--- config.mk ---
export PLATFORM = sky130hd
export DESIGN_NAME = ack_nack_retry_tracker_unit
export DESIGN_NICKNAME = d
export VERILOG_FILES = /design/src/rtl/anrt_pkg.sv /design/src/rtl/anrt_ctrl.sv /design/src/rtl/anrt_dp.sv /design/src/rtl/ack_nack_retry_tracker_unit.sv
export SDC_FILE = /design/constraint.sdc
export NUM_CORES = 1
export LEC_CHECK = 0
export BUFFER_PORTS_ARGS = -buffer_cell sky130_fd_sc_hd__clkbuf_2
export CORE_ASPECT_RATIO = 0.8
export CORE_MARGIN = 2
export CORE_UTILIZATION = 50
export CTS_CLUSTER_SIZE = 10
export DETAILED_ROUTE_END_ITERATION = 12
export PLACE_DENSITY = 0.76
export SYNTH_ARGS = -nofsm -noshare
export SYNTH_HDL_FRONTEND = slang
export SYNTH_SLANG_ARGS = --single-unit
--- constraint.sdc ---
create_clock -name clk -period 11 [get_ports clk]
set_input_delay 2.75 -clock clk [delete_from_list [all_inputs] [get_ports clk]]
set_output_delay 2.75 -clock clk [all_outputs]
set_load 0.03 [all_outputs]
--- src/rtl/anrt_pkg.sv ---
`timescale 1ns / 1ps
// ----------------------------------------------------------------------------
// anrt_pkg: shared types and constants for the request tracker
// Word formats, operation and result codes, and the command/status
// bundles that run between the controller and the datapath.
// ----------------------------------------------------------------------------
package anrt_pkg;

  localparam int ID_BITS      = 16;
  localparam int PAYLOAD_BITS = 32;
  localparam int RETRY_BITS   = 4;

  localparam logic [RETRY_BITS-1:0] RETRY_RESET = 4'd5;

  // Operation carried by an input word.
  typedef enum logic [1:0] {
    MODE_SEND = 2'd0,
    MODE_CMD  = 2'd1,
    MODE_ACK  = 2'd2,
    MODE_NACK = 2'd3
  } mode_t;

  // Result reported by an output word.
  typedef enum logic [2:0] {
    KIND_TRANSMIT  = 3'd0,
    KIND_NOTED     = 3'd1,
    KIND_DONE      = 3'd2,
    KIND_FAILED    = 3'd3,
    KIND_ACK_MISS  = 3'd4,
    KIND_NACK_MISS = 3'd5,
    KIND_FULL      = 3'd6
  } kind_t;

  typedef struct packed {
    mode_t                   mode;
    logic [ID_BITS-1:0]      msg_id;
    logic [PAYLOAD_BITS-1:0] payload;
  } in_word_t;

  typedef struct packed {
    kind_t                   kind;
    logic [ID_BITS-1:0]      out_id;
    logic [PAYLOAD_BITS-1:0] out_payload;
  } out_word_t;

  // Controller states.
  typedef enum logic [1:0] {
    ST_IDLE = 2'd0,
    ST_CMP  = 2'd1,
    ST_UPD  = 2'd2
  } state_t;

  typedef struct packed {
    logic capture;
    logic compare;
    logic update;
  } ctrl_cmd_t;

  typedef struct packed {
    logic out_free;
  } dp_status_t;

endpackage

--- src/rtl/anrt_ctrl.sv ---
`timescale 1ns / 1ps
// ----------------------------------------------------------------------------
// anrt_ctrl: sequencing controller for the request tracker
// Steps each accepted word through a compare state and an update state,
// and holds the update while the output register is still occupied.
// ----------------------------------------------------------------------------
module anrt_ctrl
  import anrt_pkg::*;
(
  input  logic       clk,
  input  logic       rst,
  input  logic       in_valid,
  output logic       in_ready,
  input  dp_status_t status,
  output ctrl_cmd_t  cmd
);

  state_t state;
  state_t state_next;

  // State register.
  always_ff @(posedge clk) begin
    if (rst) begin
      state <= ST_IDLE;
    end else begin
      state <= state_next;
    end
  end

  // Next-state logic.
  always_comb begin
    state_next = state;
    case (state)
      ST_IDLE: begin
        if (in_valid) begin
          state_next = ST_CMP;
        end
      end
      ST_CMP: begin
        state_next = ST_UPD;
      end
      ST_UPD: begin
        if (status.out_free) begin
          state_next = in_valid ? ST_CMP : ST_IDLE;
        end
      end
      default: begin
        state_next = ST_IDLE;
      end
    endcase
  end

  // Output decode. A new word may be taken in the same cycle as an update.
  always_comb begin
    in_ready    = 1'b0;
    cmd.compare = 1'b0;
    cmd.update  = 1'b0;
    case (state)
      ST_IDLE: begin
        in_ready = 1'b1;
      end
      ST_CMP: begin
        cmd.compare = 1'b1;
      end
      ST_UPD: begin
        in_ready   = status.out_free;
        cmd.update = status.out_free;
      end
      default: begin
        in_ready = 1'b0;
      end
    endcase
    cmd.capture = in_valid && in_ready;
  end

  // A captured word is always compared in the very next cycle.
  a_capture_then_compare: assert property (@(posedge clk) disable iff (rst)
    cmd.capture |=> cmd.compare)
    else $error("capture not followed by compare");

  // The table and output are only updated when the output register can load.
  a_update_needs_room: assert property (@(posedge clk) disable iff (rst)
    cmd.update |-> status.out_free)
    else $error("update issued while output register is occupied");

endmodule

--- src/rtl/anrt_dp.sv ---
`timescale 1ns / 1ps
// ----------------------------------------------------------------------------
// anrt_dp: request table and result datapath
// Holds the outstanding requests packed in arrival order, compares all
// entries against the captured id in parallel, then applies the update
// (append, remove with compaction, or retry decrement) and loads the result.
// ----------------------------------------------------------------------------
module anrt_dp
  import anrt_pkg::*;
#(
  parameter int TABLE_DEPTH = 8
) (
  input  logic                  clk,
  input  logic                  rst,
  input  ctrl_cmd_t             cmd,
  output dp_status_t            status,
  input  in_word_t              in_data,
  input  logic                  cfg_valid,
  input  logic [RETRY_BITS-1:0] cfg_data,
  output logic                  out_valid,
  input  logic                  out_ready,
  output out_word_t             out_data
);

  localparam int D = TABLE_DEPTH;

  // Table storage; valid bits stay packed at the low slots.
  logic [D-1:0]            valid;
  logic [ID_BITS-1:0]      ent_id  [D];
  logic [PAYLOAD_BITS-1:0] ent_pay [D];
  logic [RETRY_BITS-1:0]   ent_ret [D];

  logic [RETRY_BITS-1:0]   retries_cfg;
  in_word_t                req;

  // Compare-stage combinational results.
  logic [D:0]              valid_sh;
  logic [D-1:0]            match;
  logic [D-1:0]            first_oh;
  logic [D-1:0]            ge_mask;
  logic [D-1:0]            free_oh;
  logic [ID_BITS-1:0]      sel_id;
  logic [PAYLOAD_BITS-1:0] sel_pay;
  logic [RETRY_BITS-1:0]   sel_ret;

  // Compare-stage registers.
  logic                    hit;
  logic                    full;
  logic [D-1:0]            first_r;
  logic [D-1:0]            rm_r;
  logic [D-1:0]            free_r;
  logic [ID_BITS-1:0]      m_id;
  logic [PAYLOAD_BITS-1:0] m_pay;
  logic [RETRY_BITS-1:0]   m_ret;

  // Update-stage decisions.
  out_word_t               res;
  logic                    do_write;
  logic                    do_remove;
  logic                    do_dec;

  // Retry count register.
  always_ff @(posedge clk) begin
    if (rst) begin
      retries_cfg <= RETRY_RESET;
    end else if (cfg_valid) begin
      retries_cfg <= cfg_data;
    end
  end

  // Input word capture.
  always_ff @(posedge clk) begin
    if (cmd.capture) begin
      req <= in_data;
    end
  end

  // Parallel id compare, oldest-match pick and first-free slot.
  always_comb begin
    valid_sh = {valid, 1'b1};
    for (int i = 0; i < D; i++) begin
      match[i] = valid[i] && (ent_id[i] == req.msg_id);
    end
    first_oh = match & (~match + D'(1));
    ge_mask  = (first_oh == '0) ? '0 : ~(first_oh - D'(1));
    free_oh  = ~valid & valid_sh[D-1:0];
    sel_id   = '0;
    sel_pay  = '0;
    sel_ret  = '0;
    for (int i = 0; i < D; i++) begin
      sel_id  = sel_id  | (ent_id[i]  & {ID_BITS{first_oh[i]}});
      sel_pay = sel_pay | (ent_pay[i] & {PAYLOAD_BITS{first_oh[i]}});
      sel_ret = sel_ret | (ent_ret[i] & {RETRY_BITS{first_oh[i]}});
    end
  end

  always_ff @(posedge clk) begin
    if (cmd.compare) begin
      hit     <= |match;
      full    <= &valid;
      first_r <= first_oh;
      rm_r    <= ge_mask;
      free_r  <= free_oh;
      m_id    <= sel_id;
      m_pay   <= sel_pay;
      m_ret   <= sel_ret;
    end
  end

  // Result and table action for the captured word.
  always_comb begin
    res       = '{kind: KIND_NOTED, out_id: '0, out_payload: '0};
    do_write  = 1'b0;
    do_remove = 1'b0;
    do_dec    = 1'b0;
    case (req.mode)
      MODE_SEND: begin
        if (full) begin
          res.kind = KIND_FULL;
        end else begin
          res.kind        = KIND_TRANSMIT;
          res.out_id      = req.msg_id;
          res.out_payload = req.payload;
          do_write        = 1'b1;
        end
      end
      MODE_CMD: begin
        res.kind = KIND_NOTED;
      end
      MODE_ACK: begin
        if (hit) begin
          res.kind        = KIND_DONE;
          res.out_id      = m_id;
          res.out_payload = req.payload;
          do_remove       = 1'b1;
        end else begin
          res.kind = KIND_ACK_MISS;
        end
      end
      MODE_NACK: begin
        if (!hit) begin
          res.kind = KIND_NACK_MISS;
        end else if (m_ret == '0) begin
          res.kind   = KIND_FAILED;
          res.out_id = m_id;
          do_remove  = 1'b1;
        end else begin
          res.kind        = KIND_TRANSMIT;
          res.out_id      = m_id;
          res.out_payload = m_pay;
          do_dec          = 1'b1;
        end
      end
      default: begin
        res.kind = KIND_NOTED;
      end
    endcase
  end

  // Per-slot table update: shift down on removal, append, or decrement.
  for (genvar i = 0; i < D; i++) begin : g_slot
    if (i < D - 1) begin : g_mid
      always_ff @(posedge clk) begin
        if (rst) begin
          valid[i] <= 1'b0;
        end else if (cmd.update) begin
          if (do_remove && rm_r[i]) begin
            valid[i] <= valid[i+1];
          end else if (do_write && free_r[i]) begin
            valid[i] <= 1'b1;
          end
        end
      end

      always_ff @(posedge clk) begin
        if (cmd.update) begin
          if (do_remove && rm_r[i]) begin
            ent_id[i]  <= ent_id[i+1];
            ent_pay[i] <= ent_pay[i+1];
            ent_ret[i] <= ent_ret[i+1];
          end else if (do_write && free_r[i]) begin
            ent_id[i]  <= req.msg_id;
            ent_pay[i] <= req.payload;
            ent_ret[i] <= retries_cfg;
          end else if (do_dec && first_r[i]) begin
            ent_ret[i] <= ent_ret[i] - RETRY_BITS'(1);
          end
        end
      end
    end else begin : g_top
      always_ff @(posedge clk) begin
        if (rst) begin
          valid[i] <= 1'b0;
        end else if (cmd.update) begin
          if (do_remove && rm_r[i]) begin
            valid[i] <= 1'b0;
          end else if (do_write && free_r[i]) begin
            valid[i] <= 1'b1;
          end
        end
      end

      always_ff @(posedge clk) begin
        if (cmd.update) begin
          if (do_write && free_r[i]) begin
            ent_id[i]  <= req.msg_id;
            ent_pay[i] <= req.payload;
            ent_ret[i] <= retries_cfg;
          end else if (do_dec && first_r[i]) begin
            ent_ret[i] <= ent_ret[i] - RETRY_BITS'(1);
          end
        end
      end
    end
  end

  // Output register; it frees up when the word is taken downstream.
  always_ff @(posedge clk) begin
    if (rst) begin
      out_valid <= 1'b0;
    end else if (cmd.update) begin
      out_valid <= 1'b1;
    end else if (out_ready) begin
      out_valid <= 1'b0;
    end
  end

  always_ff @(posedge clk) begin
    if (cmd.update) begin
      out_data <= res;
    end
  end

  assign status.out_free = !out_valid || out_ready;

  // Occupied slots never have a free slot below them.
  a_table_packed: assert property (@(posedge clk) disable iff (rst)
    (valid & ~valid_sh[D-1:0]) == '0)
    else $error("request table lost its packed order");

  // The table occupancy only changes on an update cycle.
  a_valid_only_on_update: assert property (@(posedge clk) disable iff (rst)
    !cmd.update |=> $stable(valid))
    else $error("table valid bits changed outside an update");

endmodule

--- src/rtl/ack_nack_retry_tracker_unit.sv ---
`timescale 1ns / 1ps
// ----------------------------------------------------------------------------
// ack_nack_retry_tracker_unit: outstanding request table with retry
// Each taken word is registered, checked against the table in the compare
// state and applied in the update state, which loads its result word. A new
// word is taken only when idle or with an update, which an output stall holds.
// Reset clears every table slot, empties the output register and sets the
// retry count register to 5. The table needs no clearing pass.
// ----------------------------------------------------------------------------
module ack_nack_retry_tracker_unit
  import anrt_pkg::*;
#(
  parameter int TABLE_DEPTH = 8
) (
  input  logic                  clk,
  input  logic                  rst,
  input  logic                  in_valid,
  output logic                  in_ready,
  input  in_word_t              in_data,
  output logic                  out_valid,
  input  logic                  out_ready,
  output out_word_t             out_data,
  input  logic                  cfg_valid,
  output logic                  cfg_ready,
  input  logic [RETRY_BITS-1:0] cfg_data
);

  ctrl_cmd_t  cmd;
  dp_status_t status;

  // The retry count register takes a write in any cycle.
  assign cfg_ready = 1'b1;

  // Sequencing controller.
  anrt_ctrl u_ctrl (
    .clk      (clk),
    .rst      (rst),
    .in_valid (in_valid),
    .in_ready (in_ready),
    .status   (status),
    .cmd      (cmd)
  );

  // Table and result datapath.
  anrt_dp #(
    .TABLE_DEPTH (TABLE_DEPTH)
  ) u_dp (
    .clk       (clk),
    .rst       (rst),
    .cmd       (cmd),
    .status    (status),
    .in_data   (in_data),
    .cfg_valid (cfg_valid),
    .cfg_data  (cfg_data),
    .out_valid (out_valid),
    .out_ready (out_ready),
    .out_data  (out_data)
  );

endmodule

Word-level counts from Yosys, hierarchy flattened --
Memories as Yosys holds them, arrays and structs flattened. Index checks and enable logic that the tools add are counted.
Word-level totals: memory bits (writable) 416, bits in latches 0, register bits after elaboration 194, ROM bits 0, output and inout port bits 54, word-level logic and storage cells 355, memories kept 3, input bits 59
Cells by class: muxes and demuxes 164, divide/modulo/power cells 0, bitwise operators 79, equality and inequality tests 15, shifts and indexed selects 0, reductions and logical operators 59, add/subtract/negate cells 10, magnitude comparators 0, $mul 0
Memory list:
- u_dp.ent_pay | words 8, bits a word 32, read ports 8, clocked after Yosys merged registers in 0, write ports 8, line anrt_dp.sv:30 | logic [PAYLOAD_BITS-1:0] ent_pay [D];
- u_dp.ent_id | words 8, bits a word 16, read ports 8, clocked after Yosys merged registers in 0, write ports 8, line anrt_dp.sv:29 | logic [ID_BITS-1:0] ent_id [D];
- u_dp.ent_ret | words 8, bits a word 4, read ports 8, clocked after Yosys merged registers in 0, write ports 8, line anrt_dp.sv:31 | logic [RETRY_BITS-1:0] ent_ret [D];
Operators by type and width (count):
- 32-bit AND | 8
- 32-bit 2-to-1 mux | 8
- 32-bit OR | 7
- 48-bit 2-to-1 mux | 3
- 48-bit case mux with 3 select lines | 1
- 16-bit AND | 8
- 16-bit equality test | 8
- 1-bit 2-to-1 mux | 120
- 16-bit 2-to-1 mux | 7
- 16-bit OR | 7
- 4-bit 2-to-1 mux | 15
- 1-bit logical AND | 33
- 4-bit AND | 8
- 4-bit by 1-bit subtractor with 4-bit output, second input constant | 8
- 1-bit OR | 29
- 4-bit OR | 7
- 8-bit inverter | 3
- 18-bit 2-to-1 mux | 1
- 2-bit AND reduction | 9
- 2-bit nonzero test | 9
- 8-bit AND | 2
- 3-bit case mux with 4 select lines | 1
- 3-bit 2-to-1 mux | 3
- 8-bit by 1-bit adder with 8-bit output, second input constant | 1
- other kinds (15) | 21

Longest topological paths before layout --
An unclocked memory read counts as a cell.
depth after elaboration 14, mapped depth 12, gate-level depth less buffers 8

Cells and area by module --
A second synthesis with hierarchy kept.
Unflattened totals: cell total of the unflattened synthesis 1970, area, all modules 28821.4 µm²
Modules (own cells, without submodules):
- anrt_dp | area each 28690.0 µm², cells an instance 1955, instances 1
- anrt_ctrl | area each 120.1 µm², cells an instance 13, instances 1
- ack_nack_retry_tracker_unit | area each 11.3 µm², cells an instance 2, instances 1

Least setup slack after synthesis --
Ideal clock, no wire load.
kind input -> register, from input out_ready, to memory u_dp.ent_ret[7][0] (netlist: u_dp.ent_ret[1][12]) (enable), path buffers 1, setup slack 4.399 ns, data required time 10.692 ns, data arrival time 6.293 ns, stages on the path 6, cell sequence nand2b_1 -> nand2b_1 -> inv_1 -> clkbuf_1 -> and3_1 -> a21o_1
RTL lines:
- from (decl) | line ack_nack_retry_tracker_unit.sv:21 | input logic out_ready,
- to (decl) | line anrt_dp.sv:31

Worst setup path after layout --
from input out_ready, to output in_ready
Between the ends: cells in the longest elaborated chain, start to end 2
Ends and longest elaborated chain:
- 1-bit logical OR | line anrt_dp.sv:234 | assign status.out_free = !out_valid || out_ready;
- 1-bit case mux with 2 select lines | line anrt_ctrl.sv:58 | case (state)
- to (decl) | line ack_nack_retry_tracker_unit.sv:18 | output logic in_ready,
Every way passes these cells.

==> results_dict.tcl <==
set metrics [dict create \
    via_per_inst 6.46 \
    leakage_uw 0.0111 \
    syn_avg_cell_area_um2 14.2 \
    netlist_area_mm2 0.0289 \
    area_delta_synth_final_pct 10.9 \
    layout-drive-gt1-share_pct 28.9 \
    p_switching_uw 1060 \
    crit_buf_inv 2 \
    crit_end "in_ready" \
    synth_area_leader_cell "edfxtp_1" \
    antenna_found_initial 0 \
    hold_buffers 0 \
    tightest_slew_ps 1180 \
    core_mm2 0.0569 \
    grt_use_met2_pct 38.0 \
    grt_pass1_wl_mm 115 \
    synth_cell_types 53 \
    htreeDepth 3 \
    cts_tree "done" \
    final.min_clock_period_ps 6100 \
    synth-seq-cells 610 \
    grt_max_degree 56 \
    critPathMaxStageDelay_ps 250 \
    holdWs_ps 471 \
    critPathKind "in2out" \
    synthTopCellsByArea "edfxtp_1 (62%), mux2_2 (14%), xnor2_1 (2.5%)" \
    max_freq_mhz 164 \
    crit_top_cell "clkbuf_2" \
    numPortBuffers 111 \
    gp_congestion 0.855 \
    tns_ps 0 \
    worst_r2r_path_depth 8 \
    crit_fanout 3 \
    synth_compound_area_share_pct 8.94 \
    min_path_type "reg2reg" \
    routed_wl_mm 76.7 \
    use_met3_pct 5.85 \
    p_clk_share_pct 43.2 \
    layout.nets 2159 \
    ioPinCount 113 \
    crit_chain "clkbuf_2 > nor2b_1 > a21oi_1 > clkbuf_2" \
    synth_simple_gate_area_share_pct 6.61 \
    overflow 0 \
    yosysMostFrequentCell "edfxtp_1" \
    clk_latency_ps 620 \
    grt_pass1_vias 18300 \
    postRouteAntennaNets 0 \
    slowest_stage "clkbuf_2" \
    netlist_instances 2033 \
    cts_buffer_depth 3 \
    ys_seq_area_share_pct 62.8 \
    final.setup.worst_slack_ps 4900 \
    comb_power_share_pct 2.9 \
    synthFlopType "edfxtp_1" \
    fillers 4420 \
    place_ws_ps 4610 \
    period_share_pct 55.4 \
    yosysWarnings 0 \
    drt_first_pass_iters 5 \
    start_kind "input pin" \
    finalSetupViolCount 0 \
    clk_pin_slew_ps 60 \
    synth_top_family_by_area "multiplexers" \
    critical_path.endpoint_type "output port" \
    synth_mux_area_share_pct 13.9 \
    synth_fa_ha_area_share_pct 0.346 \
    postCtsSetupBuffers 0 \
    rows 78 \
    synth_nets 2100 \
    p_int_uw 3830 \
    synth_edf_count 595 \
    worstSetupStartpoint "out_ready" \
    root_buffer "clkbuf_16" \
    grt_most_used_layer "met2" \
    dieArea_mm2 0.0598 \
    p_sw_share_pct 21.6 \
    status "complete, no violations" \
    die_x_um 273 \
    reg2reg_slack_ps 6620 \
    numCtsBuffers 71 \
    n_antenna_cell 0 \
    cts_resized 0 \
    relSlewSlack_pct 21.3 \
    cts_sinks 610 \
    post_drt_wl_per_cell_um 26.8 \
    power_frac_seq_pct 53.9 \
    place_hpwl_mm 43.2 \
    route.detailed.drc 0 \
    synth_xor_xnor_area_share_pct 4.36 \
    min_path_cells 1 \
    die_h_um 219 \
    irDropWorstVdd_v 0.0000965 \
    grt.total_usage_pct 25.6 \
    timing.rr.start "u_dp.req[45]" \
    grt_util_met1_pct 37.5 \
    start_util_pct 50.8 \
    worstPathRequired_ps 8250 \
    vias 18500 \
    async_flop_share_pct 0 \
    crit_arrival_ps 3350 \
    p_per_area_mw_per_mm2 152 \
    cp.depth 4 \
    cpLargestDelayFamily "buffers and inverters" \
    drv_cap 0 \
    rsz0062_at_grt "no" \
    skew_ps 21.8 \
    drt-initial-drc-count 2368 \
    r2r_end "u_dp.m_pay[3]" \
    timing.final.max_slew_violations 0 \
    hold_viol 0 \
    synth_top_cell_area_share_pct 61.8 \
    synthTopCellsByCount "edfxtp_1 (595), mux2_2 (350), nor2_1 (136)" \
]
[stage by stage]
step / total power, uW / util, % / cells / instance area [um^2]
after floorplan: 2750 / - / 2033 / 28900
final: 4880 / 56.4 / 2867 / 32100
after global placement: 2810 / 52.9 / 2779 / 30100
after CTS: 4900 / 56.4 / 2867 / 32100
after global routing: 5010 / 56.4 / 2867 / 32100
after detailed placement: 2820 / 52.9 / 2779 / 30100
[power groups by stage]
stage               Combinational [uW]  Sequential [uW]  Clock [uW]
floorplan                         96.2             2650           0
finish                             143             2630        2110
detailed placement                 142             2670           0
global route                       153             2630        2220
CTS                                143             2630        2130
global placement                   139             2670           0
[worst min path at each step]
stage,from,to,slack (ps)
finish,u_dp.rm_r[7],u_dp.valid[7],470
global route,u_dp.rm_r[7],u_dp.valid[7],490
CTS,u_dp.rm_r[7],u_dp.valid[7],480
detailed placement,u_dp.rm_r[7],u_dp.valid[7],450
global placement,u_dp.rm_r[7],u_dp.valid[7],450
floorplan,u_dp.rm_r[7],u_dp.valid[7],410
[worst register-to-register path, stage by stage (launching register included)]
cell and delay (ps):
edfxtp_1 690, xnor2_1 530, nand4_1 220, nor4_2 580
a32oi_1 290, and3_4 530, nand4b_4 300, inv_4 300
a2111o_1 640
[layout make-up]
class | instances | area [um^2] | share of cell area, %
Sequential cell | 610 | 18200 | 56.7
Multi-Input combinational cell | 1237 | 10100 | 31.5
Clock buffer | 80 | 1830 | 5.71
Tap cell | 760 | 951 | 2.97
Timing Repair Buffer | 138 | 758 | 2.36
Inverter | 34 | 131 | 0.410
Clock inverter | 8 | 116 | 0.363
[per-layer routing]
metal | vias to the layer above | routed length [um]
li1 | 7955 | -
met1 | 9319 | 32900
met2 | 1102 | 33900
met3 | 135 | 8090
met4 | 0 | 1810
met5 | - | 0
[flip-flops by register name (all words and copies together) (netlist names)]
register	flops
u_dp.out_data	51
u_ctrl.state	2
u_dp.rm_r	8
u_dp.retries_cfg	4
u_dp.free_r	8
u_dp.m_ret	4
u_dp.m_id	16
u_dp.out_valid	1
u_dp.valid	8
u_dp.ent_id	128
u_dp.hit	1
u_dp.m_pay	32
u_dp.ent_pay	256
u_dp.full	1
u_dp.ent_ret	32
u_dp.req	50
u_dp.first_r	8
[cell families after synthesis]
logic type | Yosys count
flops | 610
simple gates | 407
fa+ha+maj | 8
xor+xnor | 144
compound gates | 318
mux | 359
buf+inv | 186
other cells | 1
[layout by cell type (no fill, tap or decap), types with 3 or more instances in the layout]
cell       instances
nor3_1            25
and2_1             4
a21oi_4            7
nand2b_1           4
nor2_1           136
nand2_1          106
xnor2_1           82
dfxtp_1           15
a21oi_1           72
ha_1               8
clkbuf_1           8
nand3_1           60
or2_2              3
mux2_2           350
mux2i_1            9
inv_1             31
clkbuf_16         72
a32oi_1            4
a21o_1             4
clkbuf_2         111
xor2_1            62
a2111o_1          49
nand3_4            7
and3_2             3
nor4_1             9
a32o_1            49
o21ai_0           21
inv_6              3
buf_4             27
a221o_1            3
o2111ai_1          3
nor2b_1           10
a22o_1            48
nor4_2             6
a221oi_1          49
nand4_1           20
edfxtp_1         595
Note: power is estimated with default switching activity, not from simulation.
